**src/hdl/taf_pkg.sv**
```systemverilog
package taf_pkg;

  typedef enum logic [17:0] {
    ST_IDLE          = 18'h00001,
    ST_BEGIN_WAIT    = 18'h00002,
    ST_BEGIN_FAIL    = 18'h00004,
    ST_FETCH_WAIT    = 18'h00008,
    ST_FETCH_FAIL    = 18'h00010,
    ST_FETCH_ERR     = 18'h00020,
    ST_RUNNING       = 18'h00040,
    ST_RUN_FAIL      = 18'h00080,
    ST_RUN_ERR       = 18'h00100,
    ST_COMMIT_WAIT   = 18'h00200,
    ST_COMMIT_FAIL   = 18'h00400,
    ST_COMMIT_ERR    = 18'h00800,
    ST_FINISH_WAIT   = 18'h01000,
    ST_FINISH_FAIL   = 18'h02000,
    ST_DONE          = 18'h04000,
    ST_ROLLBACK_WAIT = 18'h08000,
    ST_ROLLBACK_FAIL = 18'h10000,
    ST_ROLLBACK_DONE = 18'h20000
  } state_e;

  localparam int unsigned NumStates = 18;
  localparam int unsigned MaxRes    = 3;

  typedef enum logic [3:0] {
    REQ_EXEC       = 4'd0,
    REQ_BEGIN_RSP  = 4'd1,
    REQ_FUNC_RSP   = 4'd2,
    REQ_RUN_RESULT = 4'd3,
    REQ_COMMIT_RSP = 4'd4,
    REQ_FINISH_RSP = 4'd5,
    REQ_RB_RSP     = 4'd6,
    REQ_LOCK_REQ   = 4'd7,
    REQ_LOCK_RSP   = 4'd8
  } req_e;

  typedef enum logic [3:0] {
    K_BEGIN    = 4'd0,
    K_FLOCK    = 4'd1,
    K_KLOCK    = 4'd2,
    K_COMMIT   = 4'd3,
    K_FINISH   = 4'd4,
    K_ROLLBACK = 4'd5,
    K_START    = 4'd6,
    K_REPORT   = 4'd7,
    K_ACK      = 4'd8,
    K_REPLY    = 4'd9
  } kind_e;

  localparam logic [1:0] STS_OK     = 2'd0;
  localparam logic [1:0] STS_BROKER = 2'd1;
  localparam logic [1:0] STS_WOUND  = 2'd2;
  localparam logic [1:0] STS_PERM   = 2'd3;

  localparam logic [3:0] RC_SUCCESS     = 4'd0;
  localparam logic [3:0] RC_UNREACHABLE = 4'd1;
  localparam logic [3:0] RC_TICKET      = 4'd2;
  localparam logic [3:0] RC_RETRIEVAL   = 4'd3;
  localparam logic [3:0] RC_EXECUTION   = 4'd4;
  localparam logic [3:0] RC_COMMIT      = 4'd5;
  localparam logic [3:0] RC_FINISH      = 4'd6;
  localparam logic [3:0] RC_ROLLBACK    = 4'd7;
  localparam logic [3:0] RC_RETRY       = 4'd8;

  // configuration register indexes (byte address is 8 * index)
  localparam logic REG_FUNCTION_KEY = 1'b0;
  localparam logic REG_LOCK_WRITE   = 1'b1;

  typedef struct packed {
    req_e        req_type;
    logic [1:0]  status;
    logic [63:0] ticket;
    logic [63:0] key;
    logic [63:0] reply;
    logic        broker_accepts;
    logic        runner_starts;
  } item_t;

  typedef struct packed {
    state_e      state;
    logic [63:0] ticket;
    logic        perm;
    logic [3:0]  result;
  } ctx_t;

  typedef struct packed {
    kind_e       kind;
    logic [63:0] ticket;
    logic [63:0] key;
    logic        lock_write;
    logic [63:0] reply;
    logic [3:0]  code;
    logic        accepted;
    logic [4:0]  state_num;
  } res_t;

  function automatic logic [4:0] st_num(state_e s);
    logic [NumStates-1:0] bits;
    logic [4:0]           v;
    bits = s;
    v    = '0;
    for (int i = 0; i < NumStates; i++) begin
      if (bits[i]) begin
        v = v | 5'(i);
      end
    end
    return v;
  endfunction

endpackage

```
**src/hdl/taf_cfg.sv**
```systemverilog
module taf_cfg (
  input  logic        clk_i,
  input  logic        rst_ni,
  input  logic        psel,
  input  logic        penable,
  input  logic        pwrite,
  input  logic [3:0]  paddr,
  input  logic [63:0] pwdata,
  output logic [63:0] prdata,
  output logic        pready,
  output logic [63:0] function_key_o,
  output logic        initial_lock_write_o
);
  import taf_pkg::*;

  logic [63:0] function_key_q;
  logic        lock_write_q;
  logic        wr_en;

  assign pready = 1'b1;
  assign wr_en  = psel && penable && pwrite;

  always_ff @(posedge clk_i or negedge rst_ni) begin
    if (!rst_ni) begin
      function_key_q <= '0;
      lock_write_q   <= 1'b0;
    end else if (wr_en) begin
      unique case (paddr[3])
        REG_FUNCTION_KEY: function_key_q <= pwdata;
        REG_LOCK_WRITE:   lock_write_q   <= pwdata[0];
        default: ;
      endcase
    end
  end

  always_comb begin
    unique case (paddr[3])
      REG_FUNCTION_KEY: prdata = function_key_q;
      REG_LOCK_WRITE:   prdata = {63'd0, lock_write_q};
      default:          prdata = '0;
    endcase
  end

  assign function_key_o       = function_key_q;
  assign initial_lock_write_o = lock_write_q;

endmodule

```
**src/hdl/taf_step.sv**
```systemverilog
module taf_step (
  input  taf_pkg::ctx_t  ctx_i,
  input  taf_pkg::item_t item_i,
  input  logic [63:0]    function_key_i,
  input  logic           lock_write_i,
  output taf_pkg::ctx_t  ctx_o,
  output logic [1:0]     cnt_o,
  output taf_pkg::res_t  res_o [taf_pkg::MaxRes]
);
  import taf_pkg::*;

  typedef enum logic [2:0] {
    SND_NONE     = 3'd0,
    SND_BEGIN    = 3'd1,
    SND_FETCH    = 3'd2,
    SND_COMMIT   = 3'd3,
    SND_FINISH   = 3'd4,
    SND_ROLLBACK = 3'd5
  } send_e;

  function automatic res_t mk(kind_e k, logic [63:0] tk, logic [63:0] key, logic lw,
                              logic [63:0] rp, logic [3:0] code, logic acc, state_e s);
    res_t r;
    r.kind       = k;
    r.ticket     = tk;
    r.key        = key;
    r.lock_write = lw;
    r.reply      = rp;
    r.code       = code;
    r.accepted   = acc;
    r.state_num  = st_num(s);
    return r;
  endfunction

  state_e      st;
  state_e      fail_st;
  logic [63:0] tk;
  logic        perm;
  logic [3:0]  rc;
  logic [1:0]  n;
  res_t        r [MaxRes];
  send_e       send;
  logic        snd_perm;
  logic        conc;
  logic        rb;
  logic        rb_perm;
  logic        ok;
  logic        stat_ok;
  logic        stat_perm;

  always_comb begin
    st        = ctx_i.state;
    tk        = ctx_i.ticket;
    perm      = ctx_i.perm;
    rc        = ctx_i.result;
    n         = '0;
    r         = '{default: '0};
    send      = SND_NONE;
    snd_perm  = 1'b0;
    conc      = 1'b0;
    rb        = 1'b0;
    rb_perm   = 1'b0;
    fail_st   = ST_IDLE;
    ok        = item_i.broker_accepts;
    stat_ok   = (item_i.status == STS_OK);
    stat_perm = (item_i.status == STS_PERM);

    // primary reaction to the event
    unique case (item_i.req_type)
      REQ_EXEC: begin
        unique case (st) inside
          ST_IDLE, ST_BEGIN_WAIT, ST_BEGIN_FAIL: begin
            rc   = RC_SUCCESS;
            send = SND_BEGIN;
          end
          ST_ROLLBACK_DONE: begin
            rc   = RC_SUCCESS;
            send = SND_FETCH;
          end
          ST_COMMIT_FAIL, ST_COMMIT_WAIT: send = SND_COMMIT;
          ST_ROLLBACK_FAIL, ST_ROLLBACK_WAIT: begin
            send     = SND_ROLLBACK;
            snd_perm = perm;
          end
          ST_FETCH_WAIT, ST_FETCH_FAIL, ST_RUN_FAIL, ST_RUNNING: send = SND_ROLLBACK;
          ST_FINISH_WAIT, ST_FINISH_FAIL: send = SND_FINISH;
          default: ;
        endcase
      end
      REQ_BEGIN_RSP: begin
        if (st == ST_BEGIN_WAIT) begin
          if (stat_ok) begin
            tk   = item_i.ticket;
            send = SND_FETCH;
          end else begin
            st   = ST_BEGIN_FAIL;
            rc   = RC_TICKET;
            conc = 1'b1;
          end
        end
      end
      REQ_FUNC_RSP: begin
        if (st == ST_FETCH_WAIT) begin
          if (stat_ok) begin
            st = ST_RUNNING;
            r[n] = mk(K_START, '0, function_key_i, 1'b0, '0, '0, 1'b0, st);
            n = n + 2'd1;
            if (!item_i.runner_starts) begin
              st   = ST_RUN_FAIL;
              rc   = RC_EXECUTION;
              conc = 1'b1;
            end
          end else begin
            st   = stat_perm ? ST_FETCH_ERR : ST_FETCH_FAIL;
            rc   = RC_RETRIEVAL;
            conc = 1'b1;
          end
        end
      end
      REQ_RUN_RESULT: begin
        if (st == ST_RUNNING) begin
          if (stat_ok) begin
            rc   = RC_SUCCESS;
            send = SND_COMMIT;
          end else begin
            st   = stat_perm ? ST_RUN_ERR : ST_RUN_FAIL;
            rc   = RC_EXECUTION;
            conc = 1'b1;
          end
        end
      end
      REQ_COMMIT_RSP: begin
        if (st == ST_COMMIT_WAIT) begin
          if (stat_ok) begin
            send = SND_FINISH;
          end else begin
            st   = stat_perm ? ST_COMMIT_ERR : ST_COMMIT_FAIL;
            rc   = RC_COMMIT;
            conc = 1'b1;
          end
        end
      end
      REQ_FINISH_RSP: begin
        if (st == ST_FINISH_WAIT) begin
          if (stat_ok) begin
            st = ST_DONE;
          end else begin
            st = ST_FINISH_FAIL;
            rc = RC_FINISH;
          end
          conc = 1'b1;
        end
      end
      REQ_RB_RSP: begin
        if (st == ST_ROLLBACK_WAIT) begin
          if (!stat_ok) begin
            st   = ST_ROLLBACK_FAIL;
            rc   = RC_ROLLBACK;
            conc = 1'b1;
          end else begin
            st = ST_ROLLBACK_DONE;
            if (perm) begin
              send = SND_FINISH;
            end else begin
              rc   = RC_RETRY;
              conc = 1'b1;
            end
          end
        end
      end
      REQ_LOCK_REQ: begin
        if (st == ST_RUNNING) begin
          r[n] = mk(K_KLOCK, tk, item_i.key, 1'b1, '0, '0, 1'b0, st);
          n = n + 2'd1;
          r[n] = mk(K_ACK, '0, '0, 1'b0, '0, '0, ok, st);
          n = n + 2'd1;
        end else begin
          r[n] = mk(K_ACK, '0, '0, 1'b0, '0, '0, 1'b0, st);
          n = n + 2'd1;
        end
      end
      REQ_LOCK_RSP: begin
        if (st == ST_RUNNING) begin
          r[n] = mk(K_REPLY, '0, '0, 1'b0, item_i.reply, '0, 1'b0, st);
          n = n + 2'd1;
        end
      end
      default: ;
    endcase

    // broker request or runner-independent request, then its refusal path
    if (send != SND_NONE) begin
      unique case (send)
        SND_BEGIN: begin
          st      = ST_BEGIN_WAIT;
          fail_st = ST_BEGIN_FAIL;
          r[n] = mk(K_BEGIN, '0, '0, 1'b0, '0, '0, 1'b0, st);
        end
        SND_FETCH: begin
          st      = ST_FETCH_WAIT;
          fail_st = ST_FETCH_FAIL;
          r[n] = mk(K_FLOCK, tk, function_key_i, lock_write_i, '0, '0, 1'b0, st);
        end
        SND_COMMIT: begin
          st      = ST_COMMIT_WAIT;
          fail_st = ST_COMMIT_FAIL;
          r[n] = mk(K_COMMIT, tk, '0, 1'b0, '0, '0, 1'b0, st);
        end
        SND_FINISH: begin
          st      = ST_FINISH_WAIT;
          fail_st = ST_FINISH_FAIL;
          r[n] = mk(K_FINISH, tk, '0, 1'b0, '0, '0, 1'b0, st);
        end
        SND_ROLLBACK: begin
          st      = ST_ROLLBACK_WAIT;
          fail_st = ST_ROLLBACK_FAIL;
          perm    = snd_perm;
          r[n] = mk(K_ROLLBACK, tk, '0, 1'b0, '0, '0, 1'b0, st);
        end
        default: ;
      endcase
      n = n + 2'd1;
      if (!ok) begin
        st   = fail_st;
        rc   = RC_UNREACHABLE;
        conc = 1'b1;
      end
    end

    // conclude: report, or roll back after a failure
    if (conc) begin
      unique case (st) inside
        ST_BEGIN_FAIL, ST_FINISH_FAIL, ST_ROLLBACK_FAIL, ST_DONE, ST_ROLLBACK_DONE: begin
          r[n] = mk(K_REPORT, '0, '0, 1'b0, '0, rc, 1'b0, st);
          n = n + 2'd1;
        end
        ST_FETCH_FAIL, ST_RUN_FAIL, ST_COMMIT_FAIL: rb = 1'b1;
        ST_FETCH_ERR, ST_RUN_ERR, ST_COMMIT_ERR: begin
          rb      = 1'b1;
          rb_perm = 1'b1;
        end
        default: ;
      endcase
    end

    if (rb) begin
      st   = ST_ROLLBACK_WAIT;
      perm = rb_perm;
      r[n] = mk(K_ROLLBACK, tk, '0, 1'b0, '0, '0, 1'b0, st);
      n = n + 2'd1;
      if (!ok) begin
        st = ST_ROLLBACK_FAIL;
        rc = RC_UNREACHABLE;
        r[n] = mk(K_REPORT, '0, '0, 1'b0, '0, rc, 1'b0, st);
        n = n + 2'd1;
      end
    end

    ctx_o.state  = st;
    ctx_o.ticket = tk;
    ctx_o.perm   = perm;
    ctx_o.result = rc;
    cnt_o        = n;
    res_o        = r;
  end

endmodule

```
**src/hdl/transaction_agent_fsm_unit.sv**
```systemverilog
// Transaction agent control: one input item is an event (exec, a broker or
// runner response, or a runner lock request/response) and yields zero to three
// result items. An accepted item sits in an input register; once the result
// buffer is free (or its last result is being taken), the state update and all
// result items of that event are computed combinationally and loaded into a
// three-entry result buffer, while the next item is taken into the input
// register in the same cycle. Results leave the buffer one per cycle while
// out_stall_i is low; events without results pass at one per cycle. An item's
// first result is shown once the item has passed the input register and been
// loaded into the result buffer. Configuration is an APB port with 64-bit
// data: function_key at address 0, initial_lock_write at address 8.
module transaction_agent_fsm_unit (
  input  logic        clk_i,
  input  logic        rst_ni,

  input  logic        psel,
  input  logic        penable,
  input  logic        pwrite,
  input  logic [3:0]  paddr,
  input  logic [63:0] pwdata,
  output logic [63:0] prdata,
  output logic        pready,

  input  logic        in_valid_i,
  output logic        in_stall_o,
  input  logic [3:0]  req_type_i,
  input  logic [1:0]  event_status_i,
  input  logic [63:0] ticket_in_i,
  input  logic [63:0] key_in_i,
  input  logic [63:0] reply_in_i,
  input  logic        broker_accepts_i,
  input  logic        runner_starts_i,

  output logic        out_valid_o,
  input  logic        out_stall_i,
  output logic [3:0]  out_kind_o,
  output logic [63:0] ticket_out_o,
  output logic [63:0] key_out_o,
  output logic        lock_is_write_o,
  output logic [63:0] reply_out_o,
  output logic [3:0]  result_code_o,
  output logic        accepted_o,
  output logic [4:0]  agent_state_o,
  output logic        last_o
);
  import taf_pkg::*;

  logic [63:0] function_key;
  logic        lock_write;

  logic        in_vld_q;
  item_t       item_q;
  ctx_t        ctx_q;
  ctx_t        ctx_next;
  logic [1:0]  step_cnt;
  res_t        step_res [MaxRes];

  res_t        buf_q [MaxRes];
  logic [1:0]  buf_cnt_q;
  logic [1:0]  buf_idx_q;
  logic        buf_last;
  logic        out_take;
  logic        advance;
  logic        in_take;
  res_t        cur;

  taf_cfg u_cfg (
    .clk_i,
    .rst_ni,
    .psel,
    .penable,
    .pwrite,
    .paddr,
    .pwdata,
    .prdata,
    .pready,
    .function_key_o       (function_key),
    .initial_lock_write_o (lock_write)
  );

  taf_step u_step (
    .ctx_i          (ctx_q),
    .item_i         (item_q),
    .function_key_i (function_key),
    .lock_write_i   (lock_write),
    .ctx_o          (ctx_next),
    .cnt_o          (step_cnt),
    .res_o          (step_res)
  );

  assign out_valid_o = (buf_cnt_q != 2'd0);
  assign buf_last    = (buf_idx_q == 2'(buf_cnt_q - 2'd1));
  assign out_take    = out_valid_o && !out_stall_i;
  assign advance     = !out_valid_o || (out_take && buf_last);
  assign in_stall_o  = in_vld_q && !advance;
  assign in_take     = in_valid_i && !in_stall_o;

  // input register
  always_ff @(posedge clk_i or negedge rst_ni) begin
    if (!rst_ni) begin
      in_vld_q <= 1'b0;
    end else if (in_take) begin
      in_vld_q <= 1'b1;
    end else if (advance) begin
      in_vld_q <= 1'b0;
    end
  end

  always_ff @(posedge clk_i) begin
    if (in_take) begin
      item_q.req_type       <= req_e'(req_type_i);
      item_q.status         <= event_status_i;
      item_q.ticket         <= ticket_in_i;
      item_q.key            <= key_in_i;
      item_q.reply          <= reply_in_i;
      item_q.broker_accepts <= broker_accepts_i;
      item_q.runner_starts  <= runner_starts_i;
    end
  end

  // agent context, committed when the event moves into the result buffer
  always_ff @(posedge clk_i or negedge rst_ni) begin
    if (!rst_ni) begin
      ctx_q.state  <= ST_IDLE;
      ctx_q.ticket <= '0;
      ctx_q.perm   <= 1'b0;
      ctx_q.result <= RC_SUCCESS;
    end else if (advance && in_vld_q) begin
      ctx_q <= ctx_next;
    end
  end

  // result buffer control
  always_ff @(posedge clk_i or negedge rst_ni) begin
    if (!rst_ni) begin
      buf_cnt_q <= '0;
      buf_idx_q <= '0;
    end else if (advance) begin
      buf_cnt_q <= in_vld_q ? step_cnt : 2'd0;
      buf_idx_q <= '0;
    end else if (out_take) begin
      buf_idx_q <= buf_idx_q + 2'd1;
    end
  end

  always_ff @(posedge clk_i) begin
    if (advance && in_vld_q) begin
      for (int i = 0; i < MaxRes; i++) begin
        buf_q[i] <= step_res[i];
      end
    end
  end

  assign cur = buf_q[buf_idx_q];

  assign out_kind_o      = 4'(cur.kind);
  assign ticket_out_o    = cur.ticket;
  assign key_out_o       = cur.key;
  assign lock_is_write_o = cur.lock_write;
  assign reply_out_o     = cur.reply;
  assign result_code_o   = cur.code;
  assign accepted_o      = cur.accepted;
  assign agent_state_o   = cur.state_num;
  assign last_o          = buf_last;

endmodule
```
**config.mk**
```make
export PLATFORM = sky130hd
export DESIGN_NAME = transaction_agent_fsm_unit
export DESIGN_NICKNAME = d
export VERILOG_FILES = /design/src/hdl/taf_pkg.sv /design/src/hdl/taf_cfg.sv /design/src/hdl/taf_step.sv /design/src/hdl/transaction_agent_fsm_unit.sv
export SDC_FILE = /design/constraint.sdc
export NUM_CORES = 1
export LEC_CHECK = 0
export BUFFER_PORTS_ARGS = -buffer_cell sky130_fd_sc_hd__buf_2
export CAP_MARGIN = 40
export CORE_UTILIZATION = 45
export DETAILED_ROUTE_END_ITERATION = 10
export HOLD_SLACK_MARGIN = 0.15
export PLACE_DENSITY = 0.65
export SKIP_LAST_GASP = 1
export SYNTH_ARGS = -nofsm -noshare
export SYNTH_HDL_FRONTEND = slang
export SYNTH_SLANG_ARGS = --single-unit
export TNS_END_PERCENT = 5
```
**constraint.sdc**
```tcl
create_clock -name clk_i -period 21.3 [get_ports clk_i]
set_input_delay 2.13 -clock clk_i [delete_from_list [all_inputs] [get_ports clk_i]]
set_output_delay 2.13 -clock clk_i [all_outputs]
set_load 0.02 [all_outputs]
```
==> flow_summary.ini <==
[yosys]
synth_cells = 2845
synth_xor_area_frac = 0.00256
synth.net_count = 3136
yosysSeqAreaShare = 0.656
ys_seq_elements = 847
synth_top_area_share = 0.551
syn_area_um2 = 37600
syn_avg_cell_area_um2 = 13.2
ys_warn_count = 0
synth-edff-count = 690
synthAdderAreaFrac = 0.00532
synth_area_leader_cell = edfxtp_1
async_flop_share = 0.185
synth_area_leaders = edfxtp_1 (55%), dfrtp_1 (10%), mux2i_1 (5.6%)
synthMuxAreaShare = 0.0951
yosysUniqueCellTypes = 100
yosys.area_share.simple = 0.131
ys.flop_type = edfxtp_1
synth_top_family_by_area = simple AND/OR/NAND/NOR gates
yosysMostFrequentCell = edfxtp_1
synth_common_cells = edfxtp_1 (690), and2_1 (266), nor2_1 (252)
synth_compound_area_frac = 0.0840

[critical_path]
arrival_ps = 6740
worstPathRequired_ps = 21680
crit_start = ctx_q[75]$_DFFE_PN0P_
worstRegToRegCells = 18
cp-end-kind = flop
timing.rr.start = ctx_q[75]$_DFFE_PN0P_
start_kind = flop
endpoint = buf_q[0][146]$_DFFE_PP_
reg2reg_slack_ps = 14940
worstPathMaxFanout = 63
crit_type = reg -> reg
reg2reg_to = buf_q[0][146]$_DFFE_PP_

[clock_tree]
clkTransAtPathRegs_ps = 60
clock_latency_ps = 650
root_buffer = clkbuf_16
cts_tree = yes
htreeDepth = 3
post_cts_buffers = 0
cts_buffers = 90
clock_sinks = 847
cts_resized = 0
cts_buffer_depth = 3
hold_buffers = 0

[sta]
rsz0062_at_grt = false
finalHoldViolations = 0
period_needed_ps = 6360
finalSetupTns_ps = 0
setup-violations-final = 0
finalCritPeriodShare = 0.299
worst_pin_slew_ps = 920
clock_skew_ps = 29.8
slew_violations = 0
clock.fmax_ghz = 0.157
slew_headroom = 0.387

[final_layout]
fill_cells = 6921
area_growth_pct = 18.7
finalInstanceArea_um2 = 44600
layout-drive-gt1-share = 0.273
num-nets-final = 3632
stdcell_count = 4496

[hold_path]
holdCritPathClass = reg -> reg
hold_depth = 2

[drt]
drt_iter0_drc = 1540
vias = 24200
wl_per_cell_um = 21.5
viasPerCell = 5.39
post-route-drc-count = 0
dr.pass1.iters = 5
antenna_left = 0
routed_wl_um = 96700

[grt]
grt_pass1_vias = 23900
grt-ovfl-total = 0
grt_first_pass_wirelength_um = 146000
grt_max_degree = 114
antenna_found_initial = 14
grt_use_total = 0.225

[placement]
place.gp.congestion = 0.923
port_buffers = 545
dp_cells = 4319
dp_hpwl_um = 63100
placed_cell_area_um2 = 41500

[pwr]
cellLeakagePower_nw = 17.5
swShare = 0.228
comb_power_share = 0.062
p_sw_mw = 0.866
max-vdd-ir-drop_mv = 0.0734
p_int_mw = 2.93
p_per_area_nw_per_um2 = 85.1
p_seq_frac = 0.512
p_clk_frac = 0.426

[floorplan]
ios = 550
die_x_um = 291
placementRows = 105
start_util = 0.456
coreArea_um2 = 82400
die_area_um2 = 84700
die_h_um = 291

[flow_run]
drv_cap = 0

[run_status]
outcome = completed
[per-layer routing]
metal	up-vias	global-route usage	share of wire
met2	788	0.383	0.49
met4	16	0.0583	0.025
li1	11400	-	-
met3	157	0.0599	0.079
met5	-	0	0.0011
met1	11800	0.284	0.41
[power by group through the flow]
stage | Sequential, mW | Combinational [mW] | Clock (mW)
final | 1.94 | 0.236 | 1.62
after detailed placement | 1.98 | 0.238 | 0
after global placement | 1.98 | 0.233 | 0
after CTS | 1.94 | 0.240 | 1.65
after global routing | 1.95 | 0.255 | 1.71
after floorplan | 1.99 | 0.139 | 0
[critical path: stages, from the launching register on]
cell and delay [ps]:
dfrtp_1 530, nor4_2 780, nand4_1 540, o2bb2ai_1 410, o31a_1 280, nor2_1 180, nand2_1 550, a21oi_1 280
inv_1 110, ha_1 250, mux2_2 340, inv_1 100, ha_1 140, nor2b_1 350, and2_1 420, o31ai_4 100
buf_4 170, buf_16 220, a22o_1 280
[worst min path at each step]
| stage | from | to | slack, ps |
|---|---|---|---|
| 3_5_place_dp | ctx_q[3]$_DFFE_PN0P_ | ctx_q[3]$_DFFE_PN0P_ | 500 |
| 4_1_cts | ctx_q[3]$_DFFE_PN0P_ | ctx_q[3]$_DFFE_PN0P_ | 510 |
| 5_1_grt | item_q[32]$_DFFE_PP_ | buf_q[0][40]$_DFFE_PP_ | 520 |
| 6_report | ctx_q[3]$_DFFE_PN0P_ | ctx_q[3]$_DFFE_PN0P_ | 510 |
| 2_1_floorplan | ctx_q[1]$_DFFE_PN0P_ | ctx_q[1]$_DFFE_PN0P_ | 460 |
| 3_3_place_gp | buf_cnt_q[1]$_DFFE_PN0P_ | buf_cnt_q[1]$_DFFE_PN0P_ | 490 |
[layout by cell type (no fill, tap or decap), types with 18 or more instances in the layout]
cell	count
a21oi_1	38
clkbuf_1	20
nor2_1	250
inv_1	18
edfxtp_1	690
dfrtp_1	154
clkbuf_16	91
nor3_1	18
and2_1	265
mux2i_1	210
o21ai_0	193
nand3_1	26
buf_2	545
a22oi_1	66
a22o_1	64
mux2_2	131
nand2_1	214
buf_4	36
nor2b_1	68
[cell families after synthesis]
logic type,count (synthesis)
AND/OR/NAND/NOR,947
flip-flops,847
AO/OA/AOI/OAI,468
multiplexers,341
buffers and inverters,214
adder cells (fa/ha/maj),16
XOR/XNOR,11
other,1
[flip-flops by register name (all words and copies together), names as in the netlist]
name and count:
ctx_q 87, buf_idx_q 2, buf_q 490, buf_cnt_q 2
u_cfg.function_key_o 64, in_vld_q 1, u_cfg.initial_lock_write_o 1, item_q 200
[metrics by stage]
step           total power, mW   util  worst slack, ps  hold WS (ps)
6_report                  3.79  0.542            14940           508
2_1_floorplan             2.12      -             3520           456
3_3_place_gp              2.21  0.499            14770           493
5_1_grt                   3.92  0.541            14440           522
4_1_cts                   3.83  0.541            15040           513
3_5_place_dp              2.22  0.504            15080           498
[final cells by class]
type,instances,area [um^2],area share
well taps,1070,1340,0.0300
inverters,20,82.6,0.00185
flip-flops and latches,847,24700,0.553
diodes,8,20.0,0.000449
multi-input cells,1784,12000,0.269
repair buffers,598,3410,0.0763
clock buffers,122,2500,0.0561
clock inverters,47,594,0.0133
(Power assumes the default switching activity.)
